**src/rtl/core/sobel_pkg.sv**
```systemverilog
// ----------------------------------------------------------------------------
// sobel_pkg
// Shared types and constants of the Sobel edge filter core.
// ----------------------------------------------------------------------------
package sobel_pkg;

    localparam int MAX_WIDTH_DEF = 1024;
    localparam int FIFO_DEPTH    = 4;

    localparam logic [10:0] WIDTH_RST  = 11'd640;
    localparam logic [15:0] HEIGHT_RST = 16'd480;

    typedef enum logic [0:0] {
        REG_IMAGE_WIDTH  = 1'b0,
        REG_IMAGE_HEIGHT = 1'b1
    } t_reg_idx;

    typedef struct packed {
        logic [7:0] red;
        logic [7:0] green;
        logic [7:0] blue;
        logic       frame_start;
    } t_req;

    typedef struct packed {
        logic [7:0]  grad_x_mag;
        logic [7:0]  grad_y_mag;
        logic [9:0]  center_col;
        logic [15:0] center_row;
    } t_res;

    // new window column, top to bottom
    typedef struct packed {
        logic [7:0] top;
        logic [7:0] mid;
        logic [7:0] bot;
    } t_col;

    // control of the request leaving the line buffer
    typedef struct packed {
        logic        valid;
        logic        produce;
        logic [9:0]  center_col;
        logic [15:0] center_row;
    } t_s1;

endpackage

```
**src/rtl/core/sobel_cfg.sv**
```systemverilog
// ----------------------------------------------------------------------------
// sobel_cfg
// APB register file: image width and image height.
// ----------------------------------------------------------------------------
module sobel_cfg (
    input  logic        i_clk,
    input  logic        i_rst_n,
    input  logic        psel,
    input  logic        penable,
    input  logic        pwrite,
    input  logic [2:0]  paddr,
    input  logic [31:0] pwdata,
    output logic [31:0] prdata,
    output logic        pready,
    output logic [10:0] o_width,
    output logic [15:0] o_height
);

    logic [10:0]        r_width;
    logic [15:0]        r_height;
    logic               wr_en;
    sobel_pkg::t_reg_idx idx;

    assign idx    = sobel_pkg::t_reg_idx'(paddr[2]);
    assign wr_en  = psel & penable & pwrite;
    assign pready = 1'b1;

    always_ff @(posedge i_clk) begin
        if (!i_rst_n) begin
            r_width  <= sobel_pkg::WIDTH_RST;
            r_height <= sobel_pkg::HEIGHT_RST;
        end else if (wr_en) begin
            case (idx)
                sobel_pkg::REG_IMAGE_WIDTH:  r_width  <= pwdata[10:0];
                sobel_pkg::REG_IMAGE_HEIGHT: r_height <= pwdata[15:0];
                default: ;
            endcase
        end
    end

    always_comb begin
        case (idx)
            sobel_pkg::REG_IMAGE_WIDTH:  prdata = {21'd0, r_width};
            sobel_pkg::REG_IMAGE_HEIGHT: prdata = {16'd0, r_height};
            default:                     prdata = 32'd0;
        endcase
    end

    assign o_width  = r_width;
    assign o_height = r_height;

endmodule

```
**config.mk**
```make
export PLATFORM = sky130hd
export DESIGN_NAME = sobel_cfg
export DESIGN_NICKNAME = d
export VERILOG_FILES = /design/src/rtl/core/sobel_pkg.sv /design/src/rtl/core/sobel_cfg.sv
export SDC_FILE = /design/constraint.sdc
export NUM_CORES = 1
export LEC_CHECK = 0
export BUFFER_PORTS_ARGS = -buffer_cell sky130_fd_sc_hd__buf_2
export CORE_ASPECT_RATIO = 1.5
export CORE_MARGIN = 2
export CORE_UTILIZATION = 40
export DETAILED_ROUTE_END_ITERATION = 8
export GPL_ROUTABILITY_DRIVEN = 0
export PLACE_DENSITY = 0.81
export SYNTH_ARGS = -nofsm -noshare
export SYNTH_HDL_FRONTEND = slang
export SYNTH_SLANG_ARGS = --single-unit
```
**constraint.sdc**
```tcl
create_clock -name i_clk -period 1.15 [get_ports i_clk]
set_input_delay 0.23 -clock i_clk [delete_from_list [all_inputs] [get_ports i_clk]]
set_output_delay 0.23 -clock i_clk [all_outputs]
set_load 0.02 [all_outputs]
```
* After elaboration in Yosys (flattened, before gate mapping) *
Index checks and enable logic that the tools add are counted.

cells by class
  multiplexer cells = 1
  reductions and logical operators = 2
  bitwise logic cells = 3

operators with widths
  operator           number
  $pmux W32 S2       1
  $reduce_and A2 Y1  2
  $and A1 B1 Y1      2
  $not A1 Y1         1

storage, ports and cells
  logic and storage cells = 8
  bits of input ports = 40
  register bits after elaboration = 27
  output and inout bits = 60

* Depth between registers and ports, before layout *
  depth after elaboration = 3
  depth in mapped cells = 4
  mapped depth without buffers = 2

* Worst setup path after synthesis *
OpenSTA, ideal clock, no wires.

  path type = input to output
  start = in paddr[2]
  end = out prdata[10]
  arrival = 0.910 ns
  data required time = 0.920 ns
  buffers on the path = 2
  path slack = 0.010 ns
  stages = 3
  cells stage by stage = buf_6 > buf_2 > mux2_2

on the way
  cells in the longest elaborated chain, start to end = 2

RTL lines
  what                         line             RTL
  start: declaration           sobel_cfg.sv:11  input logic [2:0] paddr,
  $not A1 Y1 (no source line)  n/a
  $pmux W32 S2 (*)             sobel_cfg.sv:42  case (idx)
  end: declaration             sobel_cfg.sv:13  output logic [31:0] prdata,

Every way passes the cells marked *; elsewhere a longest branch is shown, timed or not. The select of a mux whose other input is x is not followed.

* Worst setup path in the final report *
  start = reg r_width[1], in the netlist o_width[1]
  end = out prdata[1]

on the way
  cells in the longest elaborated chain, start to end = 1

RTL lines
  what                      line             RTL
  start: declaration        sobel_cfg.sv:19  logic [10:0] r_width;
  start signal: assignment  sobel_cfg.sv:30  r_width <= sobel_pkg::WIDTH_RST;
  start signal: assignment  sobel_cfg.sv:34  sobel_pkg::REG_IMAGE_WIDTH: r_width <= pwdata[10:0];
  $pmux W32 S2              sobel_cfg.sv:42

Every way passes these cells. The select of a mux whose other input is x is not followed.

==> run metrics <==
antenna cell count 0; PortBufs 64; post-detail-place hpwl 2030 µm; final hold violations 0; FMAX just over 0.8 GHz; Hold Slack 0.204 ns; #FFs+latches synth 27; Reg clk slew, reported paths ~0.090 ns; H-tree depth 1; DIE WIDTH around 52 µm; Ys Warns 0; Leak Pwr approximately 0.0010 µW; synth cell count leaders 36 x nand2_1, 27 x dfxtp_1, 27 x mux2i_1, 17 x buf_4; largest net degree at the start of global routing 48; met1 usage in global routing between 10% and 20%; # IOs 100; max-slew violations 0; Pre-Repair DR Iteration Count 4; ys async rst share 0%; CP Launch Type flop; routed vias roughly 1,200; most area-hungry cell type in the Yosys netlist dfxtp_1; Chip Height 76.6 µm; setup ws final -0.0820 ns; Initial Utilization between 40 and 50%; Tcrit/Tclk final 107%; Num CTS Buffers 3; fillers slightly above 300; Non-Filler Instances between 200 and 300; Mapped Area roughly 1400 µm²; synth top area cells dfxtp_1 38%, mux2i_1 19%, nand2_1 9.6%; GR peak layer met2; hold path depth 3; vias per inst about 4.5; cells after synthesis 150; WS Path Type flop to output pin; CTS Root Buffer Type clkbuf_8; count leader, synth nand2_1; post-route minimum period between 1 and 1.5 ns; post-synth cell types 15; Main synth FF type dfxtp_1; Area growth syn-to-layout 43.5%; WP data arrival 1.00 ns; failing checks setup timing; VDD IR-drop max ~0.00085 V; grt met2 use approximately 29%; Worst-Skew Late Latency ~0.26 ns; EDFF count, synth 0; DR WL/cell roughly 12 µm; Sink Count 27; Min-Delay Path Class input port to flop; layout cells sized above 1 ~54%; Rows 26; area taken by multi-input logic gates between 700 and 800 µm²; Bufs on Longest Clock Path 2; max-cap viol count 0; remaining global-route overflow 0; antenna violations before repair 0; GRT Resource Usage Total between 15 and 20%; register area share after synthesis about two fifths; Max Clock Skew 0 ns; first-pass GRT wire length between 4000 and 5000 µm; PD cells 920 nW/µm²; RSZ-0062 raised after global routing yes; TNS Setup -0.763 ns; TritonCTS clock tree yes; register area approximately 570 µm²; Final Total Pwr approximately 1900 µW; grt met3 use 3.14%; CP max FO 3; synthesized area per cell about 9.4 µm²; utilization after layout slightly below 60%; Required @ worst endpoint ~0.92 ns; Routed WL 3110 µm; Initial DRC Count 15; Final nets 269; final setup fails 11; DRC errors left 0; placed insts approximately 250; Core Footprint ~3400 µm²; Yosys top cell area share roughly two fifths; status finished with violations; Reg2Reg Depth 3; die area between 4000 and 5000 µm²; antenna-violating nets left 0; CP Capture Type output pin; vias in the first global route around 1,100
-- cells in the final DEF, fill, tap and decap left out, drive strengths merged --
| cell | Yosys | final |
|---|---|---|
| buf | 25 | 86 |
| nand2 | 36 | 36 |
| mux2i | 27 | 27 |
| dfxtp | 27 | 27 |
| conb | 2 | 17 |
| nor2b | 11 | 11 |
| mux2 | 11 | 11 |
| and2 | 5 | 5 |
| clkbuf | 2 | 3 |
| and4b | 1 | 1 |
| and4 | 1 | 1 |
| nand4 | 1 | 1 |
| nand4b | 1 | 1 |
| clkinv | 0 | 1 |
-- repair_timing --
| action | in CTS | in global routing |
|---|---|---|
| setup buffers | 17 | 0 |
| gates resized for setup | 48 | 10 |
| endpoints found under the setup margin | 11 | 17 |
| hold buffers | 0 | 0 |
-- power by group --
group / internal [µW] / switching, µW / total (µW)
clock: 242 / 275 / 517
sequential: 958 / 11.7 / 969
combinational: 161 / 207 / 369
-- worst max-delay path: stages, from the launching register on --
cell and delay [ns]:
dfxtp_2 0.34, mux2_2 0.27, buf_6 0.13
-- state kept, by name, indices dropped and copies added, names as in the netlist --
name and cells:
o_height 16, o_width 11
-- path summary, 6_finish.rpt --
kind                                    from      endpoint  slack, ns
worst max register to register   o_height[5]   o_height[5]       0.39
worst max-delay path              o_width[1]     prdata[1]      -0.08
worst min-delay path              pwdata[12]  o_height[12]       0.20
worst min register to register  o_height[13]  o_height[13]       0.47
-- layer usage --
layer  vias up  share of wire, %
li1        609                 -
met1       544                37
met2        53                55
met3         2               6.2
met4         0              0.93
met5         -                 0
-- cells by family (layout without fill, tap and decap cells) --
logic type,count (synthesis),after routing,synth area share (%)
DFF,27,27,38.5
buffers and inverters,27,90,13.8
other,2,17,0.534
muxes,38,38,28.1
and+or+nand+nor,56,56,19.1
-- metrics by stage --
step,cell area (µm²),worst slack (ns)
3_3_place_gp,1700,-0.229
5_1_grt,2020,-0.118
4_1_cts,1990,-0.0845
6_report,2020,-0.0820
2_1_floorplan,1460,0.0101
3_5_place_dp,1700,-0.276
-- layout make-up --
class                           instances  area share, %
Sequential cell                        27           28.2
Tap cell                               42           2.61
Multi-Input combinational cell        111           37.2
Clock buffer                            3           2.05
Timing Repair Buffer                   86           29.7
Clock inverter                          1          0.248
No activity file was read; power rests on OpenSTA's default activity.
