## config.mk

```make
export PLATFORM = sky130hd
export DESIGN_NAME = sobel_out_fifo
export DESIGN_NICKNAME = d
export VERILOG_FILES = /design/src/rtl/core/sobel_pkg.sv /design/src/rtl/core/sobel_out_fifo.sv
export SDC_FILE = /design/constraint.sdc
export NUM_CORES = 1
export LEC_CHECK = 0
export BUFFER_PORTS_ARGS = -buffer_cell sky130_fd_sc_hd__buf_2
export CORE_MARGIN = 2
export CORE_UTILIZATION = 45
export CTS_BUF_LIST = sky130_fd_sc_hd__clkbuf_8 sky130_fd_sc_hd__clkbuf_16
export CTS_CLUSTER_DIAMETER = 150
export DETAILED_ROUTE_END_ITERATION = 7
export HOLD_SLACK_MARGIN = 0.06
export PLACE_DENSITY = 0.76
export RECOVER_POWER = 50
export SLEW_MARGIN = 5
export SYNTH_ARGS = -nofsm -noshare
export SYNTH_HDL_FRONTEND = slang
export SYNTH_SLANG_ARGS = --single-unit
```

## constraint.sdc

```tcl
create_clock -name i_clk -period 2.5 [get_ports i_clk]
set_clock_uncertainty 0.05 [all_clocks]
set_input_delay 0.25 -clock i_clk [delete_from_list [all_inputs] [get_ports i_clk]]
set_output_delay 0.25 -clock i_clk [all_outputs]
set_load 0.01 [all_outputs]
```

## src/rtl/core/sobel_pkg.sv

```systemverilog
// ----------------------------------------------------------------------------
// sobel_pkg
// Shared types and constants of the Sobel edge filter core.
// ----------------------------------------------------------------------------
package sobel_pkg;

    localparam int MAX_WIDTH_DEF = 1024;
    localparam int FIFO_DEPTH    = 4;

    localparam logic [10:0] WIDTH_RST  = 11'd640;
    localparam logic [15:0] HEIGHT_RST = 16'd480;

    typedef enum logic [0:0] {
        REG_IMAGE_WIDTH  = 1'b0,
        REG_IMAGE_HEIGHT = 1'b1
    } t_reg_idx;

    typedef struct packed {
        logic [7:0] red;
        logic [7:0] green;
        logic [7:0] blue;
        logic       frame_start;
    } t_req;

    typedef struct packed {
        logic [7:0]  grad_x_mag;
        logic [7:0]  grad_y_mag;
        logic [9:0]  center_col;
        logic [15:0] center_row;
    } t_res;

    // new window column, top to bottom
    typedef struct packed {
        logic [7:0] top;
        logic [7:0] mid;
        logic [7:0] bot;
    } t_col;

    // control of the request leaving the line buffer
    typedef struct packed {
        logic        valid;
        logic        produce;
        logic [9:0]  center_col;
        logic [15:0] center_row;
    } t_s1;

endpackage

```

## src/rtl/core/sobel_out_fifo.sv

```systemverilog
// ----------------------------------------------------------------------------
// sobel_out_fifo
// Small result queue; absorbs the requests in flight when the sink stalls.
// ----------------------------------------------------------------------------
module sobel_out_fifo (
    input  logic                                       i_clk,
    input  logic                                       i_rst_n,
    input  logic                                       i_push,
    input  sobel_pkg::t_res                            i_res,
    input  logic                                       i_ready,
    output logic                                       o_valid,
    output sobel_pkg::t_res                            o_res,
    output logic [$clog2(sobel_pkg::FIFO_DEPTH+1)-1:0] o_count
);

    localparam int DEPTH = sobel_pkg::FIFO_DEPTH;
    localparam int PTR_W = $clog2(DEPTH);
    localparam int CNT_W = $clog2(DEPTH + 1);

    sobel_pkg::t_res  r_buf [DEPTH];
    logic [PTR_W-1:0] r_wr_ptr, r_rd_ptr;
    logic [CNT_W-1:0] r_count;
    logic             pop;

    assign pop = o_valid & i_ready;

    always_ff @(posedge i_clk) begin
        if (!i_rst_n) begin
            r_wr_ptr <= '0;
            r_rd_ptr <= '0;
            r_count  <= '0;
        end else begin
            if (i_push) begin
                r_wr_ptr <= r_wr_ptr + PTR_W'(1);
            end
            if (pop) begin
                r_rd_ptr <= r_rd_ptr + PTR_W'(1);
            end
            r_count <= r_count + CNT_W'(i_push) - CNT_W'(pop);
        end
    end

    always_ff @(posedge i_clk) begin
        if (i_push) begin
            r_buf[r_wr_ptr] <= i_res;
        end
    end

    assign o_valid = (r_count != '0);
    assign o_res   = r_buf[r_rd_ptr];
    assign o_count = r_count;

endmodule

```

======== After elaboration in Yosys (flattened, before gate mapping) ========
Memory sizes are Yosys's and may differ from the RTL's. A register that Yosys moved wholly into a read port is not among the register bits.
Index checks and enable logic that the tools add are counted.
Widths: inputs -> output; s select.
storage, ports and cells
  register bits after elaboration ......... 7
  bits in latches ......................... 0
  RAM bits ................................ 168
  ROM bits ................................ 0
  input bits .............................. 46
  output and inout bits ................... 46
  memories ................................ 1
cells by class
  add/subtract/negate cells ............... 4
  multiply operators ...................... 0
  div/mod/pow operators ................... 0
  $lt $le $gt $ge ......................... 0
  equality and inequality tests ........... 0
  shifts and indexed selects .............. 0
  mux-type cells .......................... 4
  bitwise gates (word level) .............. 1
  reduce and logical (&&, ||, !) cells .... 1
memories
  memory  depth  width  rd ports  clocked after Yosys merged registers in  wr ports  RTL line              RTL
  r_buf   4      42     1         1                                        1         sobel_out_fifo.sv:20  sobel_pkg::t_res r_buf [DEPTH];
operator list
  operator             number
  $add 2x1->2 const B  2
  $mux 2               2
  $add 3x1->3          1
  $reduce_bool 3->1    1
  $sub 3x1->3          1
  $mux 1               2
  $and 1x1->1          1

======== Longest topological paths before layout ========
  depth after elaboration ................. 4
  mapped depth ............................ 7
  gate-level depth less buffers ........... 7

======== Worst setup path after synthesis ========
Ideal clock, no wire load.
  path type ............................... register to register
  from .................................... reg r_count[1], in the netlist o_count[1]
  to ...................................... reg r_count[2], in the netlist o_count[2]
  arrival ................................. 1.861 ns
  data required time ...................... 2.335 ns
  setup slack ............................. 0.474 ns
  cell stages (with the launch flop) ...... 8
  cells stage by stage .................... dfxtp_1 o31a_1 ha_1 inv_1 ha_1 fa_1 xnor3_1 and2_1
between the ends
  longest elaborated chain between the ends .. 3
  elaborated cells on any way between the ends .. 4
ends and longest elaborated chain
  element                   RTL line              RTL
  start: declaration        sobel_out_fifo.sv:22  logic [CNT_W-1:0] r_count;
  start signal: assignment  sobel_out_fifo.sv:39  r_count <= r_count + CNT_W'(i_push) - CNT_W'(pop);
  $reduce_bool 3->1         sobel_out_fifo.sv:49  assign o_valid = (r_count != '0);
  $and 1x1->1               sobel_out_fifo.sv:25  assign pop = o_valid & i_ready;
  named net pop             sobel_out_fifo.sv:23  logic pop;
  $sub 3x1->3               sobel_out_fifo.sv:39
The timed path passes the listed nets, and every way through them passes these cells.
A chain may end at the register's enable or synchronous reset.

==> results.yml <==
status:
  outcome: "finished clean"
logic_synthesis:
  ys_top_cells_by_area: "edfxtp_1, mux4_2, dfxtp_1"
  ys_seq_area_share_pct: 79.4
  synthTopCellsByCount: "edfxtp_1, mux4_2, dfxtp_1, and2_1"
  avgSynthCellArea_sq_um: 24.9
  muxShareOfSynthArea_pct: 15.1
  synth-xor-area-share_pct: 0.475
  synth_top_family_by_area: "multiplexers"
  synthSimpleGateAreaFrac_pct: 1.25
  yosysTopAreaCellShare_pct: 76.6
  synth-compound-area-share_pct: 0.266
  synthAdderAreaFrac_pct: 1.44
  synthArstFlopShare_pct: 0
  synth_edf_count: 168
  netlist_area_sq_um: 6580
  yosys_register_bits: 177
  yosysMostFrequentCell: "edfxtp_1"
  yosysUniqueCellTypes: 21
  synthFlopType: "edfxtp_1"
  syn_inst: 264
  synth_nets: 317
  yosysWarnings: 0
  synth.largest_area_cell: "edfxtp_1"
sta:
  finalCriticalPeriod_ns: 2.26
  worstMarginPinSlew_ns: 1.23
  hold_viol: 0
  setup_viol: 0
  period_share_pct: 90.3
  tns_ns: 0
  maxSlewViolCount: 0
  max_freq_mhz: 443
  slew_headroom_pct: 17.8
  rsz0062_at_grt: "false"
  fin_ws_ns: 0.243
route:
  wl_per_cell_um: 18.4
  vias: 3066
  drt_pre_antenna_iters: 4
  drt-total-wl_um: 11300
  avgViaCountPerCell: 5.00
  ant_nets: 0
  drcViolationCount: 0
  first_iter_violations: 189
cts:
  cts_root_buffer: "clkbuf_16"
  cts_tree: "yes"
  post_cts_buffers: 0
  cts_made_buffers: 17
  clk_path_buf_depth: 2
  clk_latency_ns: 0.43
  ctsHoldBuffers: 42
  htreeDepth: 4
  numClockSinks: 177
  clk_pin_slew_ns: 0.06
  cts_resized: 0
floorplan:
  core-area_sq_um: 14400
  die-area_sq_um: 15600
  chipWidth_um: 125
  initial_utilization_pct: 45.6
  ios: 92
  dieHeight_um: 125
  core.rowCount: 44
critical_path:
  cp_max_fo: 14
  arrival_ns: 1.96
  rrSetupSlack_ns: 0.40
  cpPeakStageDelay_ns: 0.54
  cp-end-kind: "output port"
  timing.rr.end: "o_count[2]$_SDFF_PN0_"
  path_cells: "buf_4 -> mux4_2 -> buf_2"
  worstSetupStartpointType: "flop"
  worstSetupPathType: "flop to output port"
  timing.rr.start: "o_count[1]$_SDFF_PN0_"
  cpMaxStageDelayCell: "dfxtp_4"
  r2r_cells: 7
  required_ns: 2.20
placement:
  place_congestion: 0.721
  place_ws_ns: 0.407
  io_buffers: 91
  placed_cell_area_sq_um: 7300
  dpl.hpwl_um: 6820
pwr:
  vdd_drop_max_v: 0.000445
  power_density_nw_per_um2: 905
  p_leak_nw: 2.78
layout:
  drive_gt1_share_pct: 30.5
  layout.nets: 469
  finalInstanceArea_sq_um: 8260
  syn_to_final_growth_pct: 25.5
  n_antenna_cell: 0
  n_fill_cell: 1108
  post-route-util_pct: 57.3
min_path:
  min-delay-start: "i_rst_n"
  min_path_type: "input port to flop"
  whs_path_depth: 2
  holdPathEnd: "o_count[1]$_SDFF_PN0_"
global_routing:
  groute.usage.overall_pct: 15.6
  grt_pass1_wl_um: 17800
  overflow: 0
  grt_pass1_vias: 3303
  antenna_found_initial: 0
  grt_max_degree: 43
run:
  cap_violations: 0
## layout make-up
type                    instances  area, sq um  area share, %
clock buffers                  24          567           6.86
multi-input cells              71         1220           14.8
repair buffers                143          942           11.4
clock inverters                 8         45.0          0.545
flip-flops and latches        177         5230           63.3
well taps                     184          230           2.79
inverters                       6         22.5          0.273
## worst max-delay path by stage
| stage | end | cells after the start | slack [ns] |
|---|---|---|---|
| after global routing | o_res[8] | 3 | 0.13 |
| final | o_res[9] | 3 | 0.24 |
| after detailed placement | o_count[2]$_SDFF_PN0_ | 7 | 0.41 |
| after CTS | o_res[9] | 3 | 0.17 |
| after floorplan | o_count[2]$_SDFF_PN0_ | 7 | 0.47 |
| after global placement | o_count[2]$_SDFF_PN0_ | 7 | 0.48 |
## placed cells by master, fill, tap and decap left out, drive strengths merged, types with 2 or more instances in the layout
| cell | netlist | final |
|---|---|---|
| edfxtp | 168 | 168 |
| clkbuf | 1 | 70 |
| buf | 9 | 55 |
| dlygate4sd3 | 0 | 42 |
| mux4 | 42 | 42 |
| inv | 6 | 9 |
| dfxtp | 9 | 9 |
| and2 | 8 | 8 |
| ha | 6 | 6 |
| mux2i | 4 | 4 |
| clkinv | 0 | 3 |
| nand2 | 2 | 2 |
| nand2b | 2 | 2 |
| clkinvlp | 0 | 2 |
## worst max-delay path: cells and delay by family, from the launching register on
kind / cells / cell delay, ns
buf+inv: 2 / 0.46
flops: 1 / 0.54
mux: 1 / 0.53
## per-layer routing
metal  up-vias  GRT usage (%)  routed length, um
met5         -              0                  0
met4         0           7.52                206
met3        20           4.58                530
met2        82           25.7               5910
met1      1548           19.1               4630
li1       1416              -                  -
## report_power, final
group | switching (mW) | internal (mW)
clock network | 1.01 | 1.58
logic | 0.613 | 0.727
registers | 0.120 | 3.43
total | 1.74 | 5.73
## flip-flops by register name (all words and copies together) (netlist names), named ones only
signal,flops
r_wr_ptr,2
o_count,3
r_rd_ptr,2
r_buf,168
## cells by family (layout without fill, tap and decap cells)
family,count (synthesis),after routing
AO/OA/AOI/OAI,2,2
XOR/XNOR,2,2
adder cells (fa/ha/maj),7,7
buffers and inverters,16,181
flip-flops,177,177
multiplexers,46,46
AND/OR/NAND/NOR,14,14
## through the flow
step	hold slack, ns	std cells	power, mW
after floorplan	0.299	264	4.52
after global placement	0.407	539	4.90
after detailed placement	0.418	539	4.95
after CTS	0.0765	613	7.60
after global routing	0.0900	613	7.81
final	0.0932	613	7.48
No activity file was read; power rests on OpenSTA's default activity.
