===== config.mk =====
export PLATFORM = sky130hd
export DESIGN_NAME = sobel_grad
export DESIGN_NICKNAME = d
export VERILOG_FILES = /design/src/rtl/core/sobel_pkg.sv /design/src/rtl/core/sobel_grad.sv
export SDC_FILE = /design/constraint.sdc
export NUM_CORES = 1
export LEC_CHECK = 0
export ABC_CLOCK_PERIOD_IN_PS = 5150
export CORE_ASPECT_RATIO = 1.4
export CORE_MARGIN = 2
export CORE_UTILIZATION = 25
export CTS_BUF_LIST = sky130_fd_sc_hd__clkbuf_4
export DETAILED_ROUTE_END_ITERATION = 10
export DONT_BUFFER_PORTS = 1
export PLACE_DENSITY = 0.49
export SYNTH_ARGS = -nofsm -noshare
export SYNTH_HDL_FRONTEND = slang
export SYNTH_SLANG_ARGS = --single-unit

===== constraint.sdc =====
create_clock -name i_clk -period 5.15 [get_ports i_clk]
set_input_delay 1.03 -clock i_clk [delete_from_list [all_inputs] [get_ports i_clk]]
set_output_delay 1.03 -clock i_clk [all_outputs]
set_load 0.1 [all_outputs]

===== src/rtl/core/sobel_pkg.sv =====
// ----------------------------------------------------------------------------
// sobel_pkg
// Shared types and constants of the Sobel edge filter core.
// ----------------------------------------------------------------------------
package sobel_pkg;

    localparam int MAX_WIDTH_DEF = 1024;
    localparam int FIFO_DEPTH    = 4;

    localparam logic [10:0] WIDTH_RST  = 11'd640;
    localparam logic [15:0] HEIGHT_RST = 16'd480;

    typedef enum logic [0:0] {
        REG_IMAGE_WIDTH  = 1'b0,
        REG_IMAGE_HEIGHT = 1'b1
    } t_reg_idx;

    typedef struct packed {
        logic [7:0] red;
        logic [7:0] green;
        logic [7:0] blue;
        logic       frame_start;
    } t_req;

    typedef struct packed {
        logic [7:0]  grad_x_mag;
        logic [7:0]  grad_y_mag;
        logic [9:0]  center_col;
        logic [15:0] center_row;
    } t_res;

    // new window column, top to bottom
    typedef struct packed {
        logic [7:0] top;
        logic [7:0] mid;
        logic [7:0] bot;
    } t_col;

    // control of the request leaving the line buffer
    typedef struct packed {
        logic        valid;
        logic        produce;
        logic [9:0]  center_col;
        logic [15:0] center_row;
    } t_s1;

endpackage


===== src/rtl/core/sobel_grad.sv =====
// ----------------------------------------------------------------------------
// sobel_grad
// 3x3 window shift, weighted column and row sums, then magnitude and
// saturation of both gradients.
// ----------------------------------------------------------------------------
module sobel_grad (
    input  logic            i_clk,
    input  logic            i_rst_n,
    input  sobel_pkg::t_s1  i_s1,
    input  sobel_pkg::t_col i_col,
    output logic            o_push,
    output sobel_pkg::t_res o_res
);

    // r_win[k][0] is the oldest column, r_win[k][1] the middle one
    logic [7:0] r_win [3][2];

    logic [9:0]  gx_pos, gx_neg, gy_pos, gy_neg;
    logic        r_s2_valid;
    logic [9:0]  r_gx_pos, r_gx_neg, r_gy_pos, r_gy_neg;
    logic [9:0]  r_s2_ccol;
    logic [15:0] r_s2_crow;
    logic [9:0]  gx_abs, gy_abs;

    assign gx_pos = 10'(i_col.top) + (10'(i_col.mid) << 1) + 10'(i_col.bot);
    assign gx_neg = 10'(r_win[0][0]) + (10'(r_win[1][0]) << 1) + 10'(r_win[2][0]);
    assign gy_pos = 10'(r_win[2][0]) + (10'(r_win[2][1]) << 1) + 10'(i_col.bot);
    assign gy_neg = 10'(r_win[0][0]) + (10'(r_win[0][1]) << 1) + 10'(i_col.top);

    always_ff @(posedge i_clk) begin
        if (!i_rst_n) begin
            for (int k = 0; k < 3; k++) begin
                r_win[k][0] <= 8'd0;
                r_win[k][1] <= 8'd0;
            end
            r_s2_valid <= 1'b0;
        end else begin
            r_s2_valid <= i_s1.valid && i_s1.produce;
            if (i_s1.valid) begin
                for (int k = 0; k < 3; k++) begin
                    r_win[k][0] <= r_win[k][1];
                end
                r_win[0][1] <= i_col.top;
                r_win[1][1] <= i_col.mid;
                r_win[2][1] <= i_col.bot;
            end
        end
    end

    always_ff @(posedge i_clk) begin
        if (i_s1.valid) begin
            r_gx_pos  <= gx_pos;
            r_gx_neg  <= gx_neg;
            r_gy_pos  <= gy_pos;
            r_gy_neg  <= gy_neg;
            r_s2_ccol <= i_s1.center_col;
            r_s2_crow <= i_s1.center_row;
        end
    end

    assign gx_abs = (r_gx_pos >= r_gx_neg) ? r_gx_pos - r_gx_neg : r_gx_neg - r_gx_pos;
    assign gy_abs = (r_gy_pos >= r_gy_neg) ? r_gy_pos - r_gy_neg : r_gy_neg - r_gy_pos;

    assign o_push           = r_s2_valid;
    assign o_res.grad_x_mag = (gx_abs > 10'd255) ? 8'd255 : gx_abs[7:0];
    assign o_res.grad_y_mag = (gy_abs > 10'd255) ? 8'd255 : gy_abs[7:0];
    assign o_res.center_col = r_s2_ccol;
    assign o_res.center_row = r_s2_crow;

endmodule


==> Word level (Yosys, flattened, before mapping) <==
Memories as Yosys holds them, arrays and structs flattened.
Cells that the tools add are included.
{ "totals": {"register_bits": 67, "ramBits": 48, "in_bits": 54, "mem_count": 1} }
{ "op_classes": {"addsub": 12, "n_lt_le_gt_ge": 4, "muxes": 14, "bitwise_logic": 6, "reduce_logical": 1} }
{ "mem_list": {"columns": ["memory", "words", "word_bits", "read_ports", "rd_ports_with_merged_regs", "wr", "line_no", "rtl"], "rows": [
  ["r_win", 3, 16, 3, 0, 3, "sobel_grad.sv:16", "logic [7:0] r_win [3][2];"]
]} }
{ "op_table": {"columns": ["operator", "count"], "rows": [
  ["2-to-1 mux 8 bit", 8],
  ["adder 10 x 8 -> 10 bit", 4],
  ["adder 8 x 9 -> 10 bit", 4],
  ["subtractor 10 bit", 4],
  ["greater-or-equal comparator 10 bit", 2],
  ["greater-than comparator 10 x 8 -> 1 bit, second input constant", 2],
  ["2-to-1 mux 10 bit", 2],
  ["OR 1 bit", 6],
  ["2-to-1 mux 1 bit", 4],
  ["logical AND 1 bit", 1]
]} }

==> Longest topological paths before layout <==
{ "depth": {"ltp_word": 4, "depth_mapped": 11, "depth_no_buf": 11} }

==> Worst setup path after synthesis <==
Ideal clock, no wire load.
{ "synth_timing": {"kind": "register to output", "start": "reg r_gx_pos[7]", "end": "out o_res[41] (netlist bit)", "arrival_ps": 3159, "path_slack_ps": 961, "path_stages_with_launch": 9, "path_buffers": 1, "path_cell_list": "edfxtp_1 > inv_1 > ha_1 > buf_2 > a21oi_1 > o21ai_1 > a31oi_4 > mux2_2 > o211ai_1"} }
{ "synth_lines": {"columns": ["element", "line_no", "rtl"], "rows": [
  ["start, declared", "sobel_grad.sv:20", "logic [9:0] r_gx_pos, r_gx_neg, r_gy_pos, r_gy_neg;"],
  ["start signal, assigned", "sobel_grad.sv:52", "r_gx_pos <= gx_pos;"],
  ["end, declared", "sobel_grad.sv:12", "output sobel_pkg::t_res o_res"]
]} }

==> results.cfg <==
[setup_path]
rrSetupSlack_ps = 2310
timing.rr.start = r_win[0][32]
critPathRequiredTime_ps = 4120
crit_path_start_kind = flip-flop
cpMostUsedCell = a31oi_4
setup.worst_path.end_class = output pin
cp_slowest_cell = nand2_1
cp-startpoint = r_gx_pos[7]
crit_fanout = 11
critPathKind = reg2out
cp-endpoint = o_res[34]
crit_chain = inv_1 > ha_1 > a21oi_1 > o21ai_1 > a31oi_4 > nand2_2 > a22oi_1 > a31oi_4 > nand2_1
rr_endpoint = r_gy_pos[9]
crit_arrival_ps = 3510
rr_worst_depth = 11
crit_cells = 9
critPathMaxStageDelay_ps = 700
critPathTopFamily = compound AO/OA/AOI/OAI gates
timing.critical_path.buf_inv = 1

[cells_and_area]
seqCellArea_sq_mm = 0.00344
drive_gt1_share_pct = 9.32
layout.cells.non_filler = 1025
final_cell_mix = edfxtp_1 (114), ha_1 (74), inv_1 (72), and3_1 (49), a21oi_1 (37)
multi_input_comb_area_sq_mm = 0.00367
synthToLayoutAreaGrowth_pct = 10.4
final_common_cell = edfxtp_1
num-fill-cells = 3044
fin_nets = 795

[logic_synthesis]
syn_avg_cell_area_sq_um = 12.0
ys_warn_count = 0
synth_seq_area_share_pct = 46.1
syn_inst = 622
synth_area_sq_mm = 0.00747
ys_async_sr_fraction_pct = 0
syn-num-nets = 786
ys_ff_latch = 115
synth_ff_type = edfxtp_1
synth_cell_types = 54
synth_edf_count = 114

[status]
status = finished clean

[timing]
relSlewSlack_pct = 37.4
fmax_mhz = 220
skew_ps = 20.4
finalMaxSlewViolations = 0
setup_viol = 0
fin_crit_sh_pct = 88.2
finalHoldViolations = 0
fin_tns_setup_ps = 0
rsz0062_at_grt = no
fin_crit_ps = 4540
tightestPinTransition_ps = 938

[run]
drv_cap = 0

[die]
rows = 74
coreArea_sq_mm = 0.0294
initial_core_util_pct = 25.5
die_h_um = 209
die_x_um = 150
die_area_sq_mm = 0.0313
num_io_pins = 97

[grt]
grt_pass1_wl_mm = 26.0
grtUsageTotal_pct = 10.9
grtUsageMet1_pct = 12.5
grt_max_degree = 117
use_met2_pct = 18.7
grt_pass1_vias = 4759
grt_util_met3_pct = 3.78
antenna_found_initial = 1
grt-ovfl-total = 0
busiest_layer = met2

[placed_design]
port_buffers = 0
gp_congestion = 0.814
dp_hpwl_mm = 12.2
dpl.cell_count = 992

[power_and_ir_drop]
peakVddDrop_uv = 333
p_leak_nw = 3.61
p_per_area_mw_per_mm2 = 503

[clock_network]
ctsResizeCount = 0
htreeDepth = 4
clkSlewWorstSetupHoldPaths_ps = 110
postCtsSetupBuffers = 0
cts_root_buf = clkbuf_4
postCtsHoldBufs = 0
cts.sinks = 115
cts-buffers-inserted = 17
clkLatencyLatePin_ps = 560
cts_tree = done
cts_max_path_buffers = 2

[route]
drtIter0Drc = 272
first_pass_iters = 4
vias_per_cell = 4.41
via_count = 4516
drc = 0
wl_per_cell_um = 15.9
ant_nets = 0
wirelength_mm = 16.3

[worst_hold_path]
worst_hold_path_type = in2reg
-- worst min path at each step --
stage / start / end / slack (ps) / cells after the start
2_1_floorplan: r_win[0][16] / r_win[0][24] / 530 / 1
3_3_place_gp: r_win[0][18] / r_win[0][26] / 540 / 1
3_5_place_dp: r_win[0][21] / r_win[0][29] / 540 / 1
4_1_cts: i_s1[5] / r_s2_crow[5] / 490 / 0
5_1_grt: i_s1[5] / r_s2_crow[5] / 490 / 0
6_report: i_s1[5] / r_s2_crow[5] / 560 / 0
-- routing by layer --
layer / vias to the layer above / wire (um)
li1: 2247 / -
met1: 2182 / 6820
met2: 74 / 8410
met3: 13 / 816
met4: 0 / 264
met5: - / 0
-- cells in the mapped netlist, types with 2 or more instances --
| cell | instances | area, sq um |
|---|---|---|
| a211oi_1 | 4 | 30.0 |
| a21o_1 | 21 | 158 |
| buf_4 | 3 | 22.5 |
| and3_1 | 49 | 307 |
| o211ai_1 | 5 | 37.5 |
| o21ai_0 | 25 | 125 |
| nand4_1 | 4 | 25.0 |
| o221ai_1 | 4 | 35.0 |
| a31oi_4 | 2 | 42.5 |
| nor2b_1 | 4 | 25.0 |
| mux2_2 | 3 | 33.8 |
| a211o_1 | 2 | 17.5 |
| o21a_1 | 2 | 15.0 |
| and2_1 | 4 | 25.0 |
| xor2_1 | 14 | 123 |
| buf_2 | 6 | 30.0 |
| ha_1 | 74 | 926 |
| a21oi_1 | 37 | 185 |
| nand2b_1 | 4 | 25.0 |
| fa_1 | 36 | 721 |
| nor2_1 | 15 | 56.3 |
| nand3_1 | 13 | 65.1 |
| clkbuf_1 | 11 | 41.3 |
| a31oi_1 | 2 | 12.5 |
| xnor2_1 | 19 | 166 |
| inv_1 | 72 | 270 |
| edfxtp_1 | 114 | 3420 |
| nand2_1 | 27 | 101 |
| o21bai_1 | 6 | 45.0 |
| a21boi_0 | 4 | 30.0 |
| mux2i_1 | 13 | 130 |
-- cell families after synthesis --
group / Yosys count / synth area share, %
buf+inv: 92 / 4.87
fa+ha+maj: 110 / 22.0
mux: 16 / 2.19
xor+xnor: 34 / 4.08
simple gates: 127 / 9.26
compound gates: 128 / 11.5
flops: 115 / 46.1
-- sequential cells by signal, summed over array words and instances (netlist names) --
register and count:
r_gx_pos 10, r_win 48, o_push 1, r_s2_crow 16, r_s2_ccol 10, r_gx_neg 10, r_gy_neg 10, r_gy_pos 10
-- layout make-up --
class                           instances  share of cell area [%]
Tap cell                              380                    5.76
Timing Repair Buffer                   10                    1.15
Antenna cell                            1                  0.0303
Sequential cell                       115                    41.7
Multi-Input combinational cell        415                    44.5
Inverter                               72                    3.28
Clock buffer                           17                    1.55
Clock inverter                         15                    2.02
-- power by group --
part	total (W)	switching, W	internal [W]
Combinational	0.00208	0.00142	0.000653
Clock	0.000701	0.000371	0.000330
Sequential	0.00137	0.000187	0.00118
Total	0.00415	0.00198	0.00216
-- stage by stage --
stage                     instance area (sq um)  hold slack, ps  total power, W  utilization, %  setup WS [ps]
after floorplan                            7470             535         0.00309               -            961
after global placement                     7950             538         0.00350            27.1           1170
after detailed placement                   7950             542         0.00349            27.1           1210
after CTS                                  8250             491         0.00421            28.1            537
after global routing                       8250             485         0.00442            28.1            303
final                                      8250             557         0.00415            28.1            607
No activity file was read; power rests on OpenSTA's default activity.
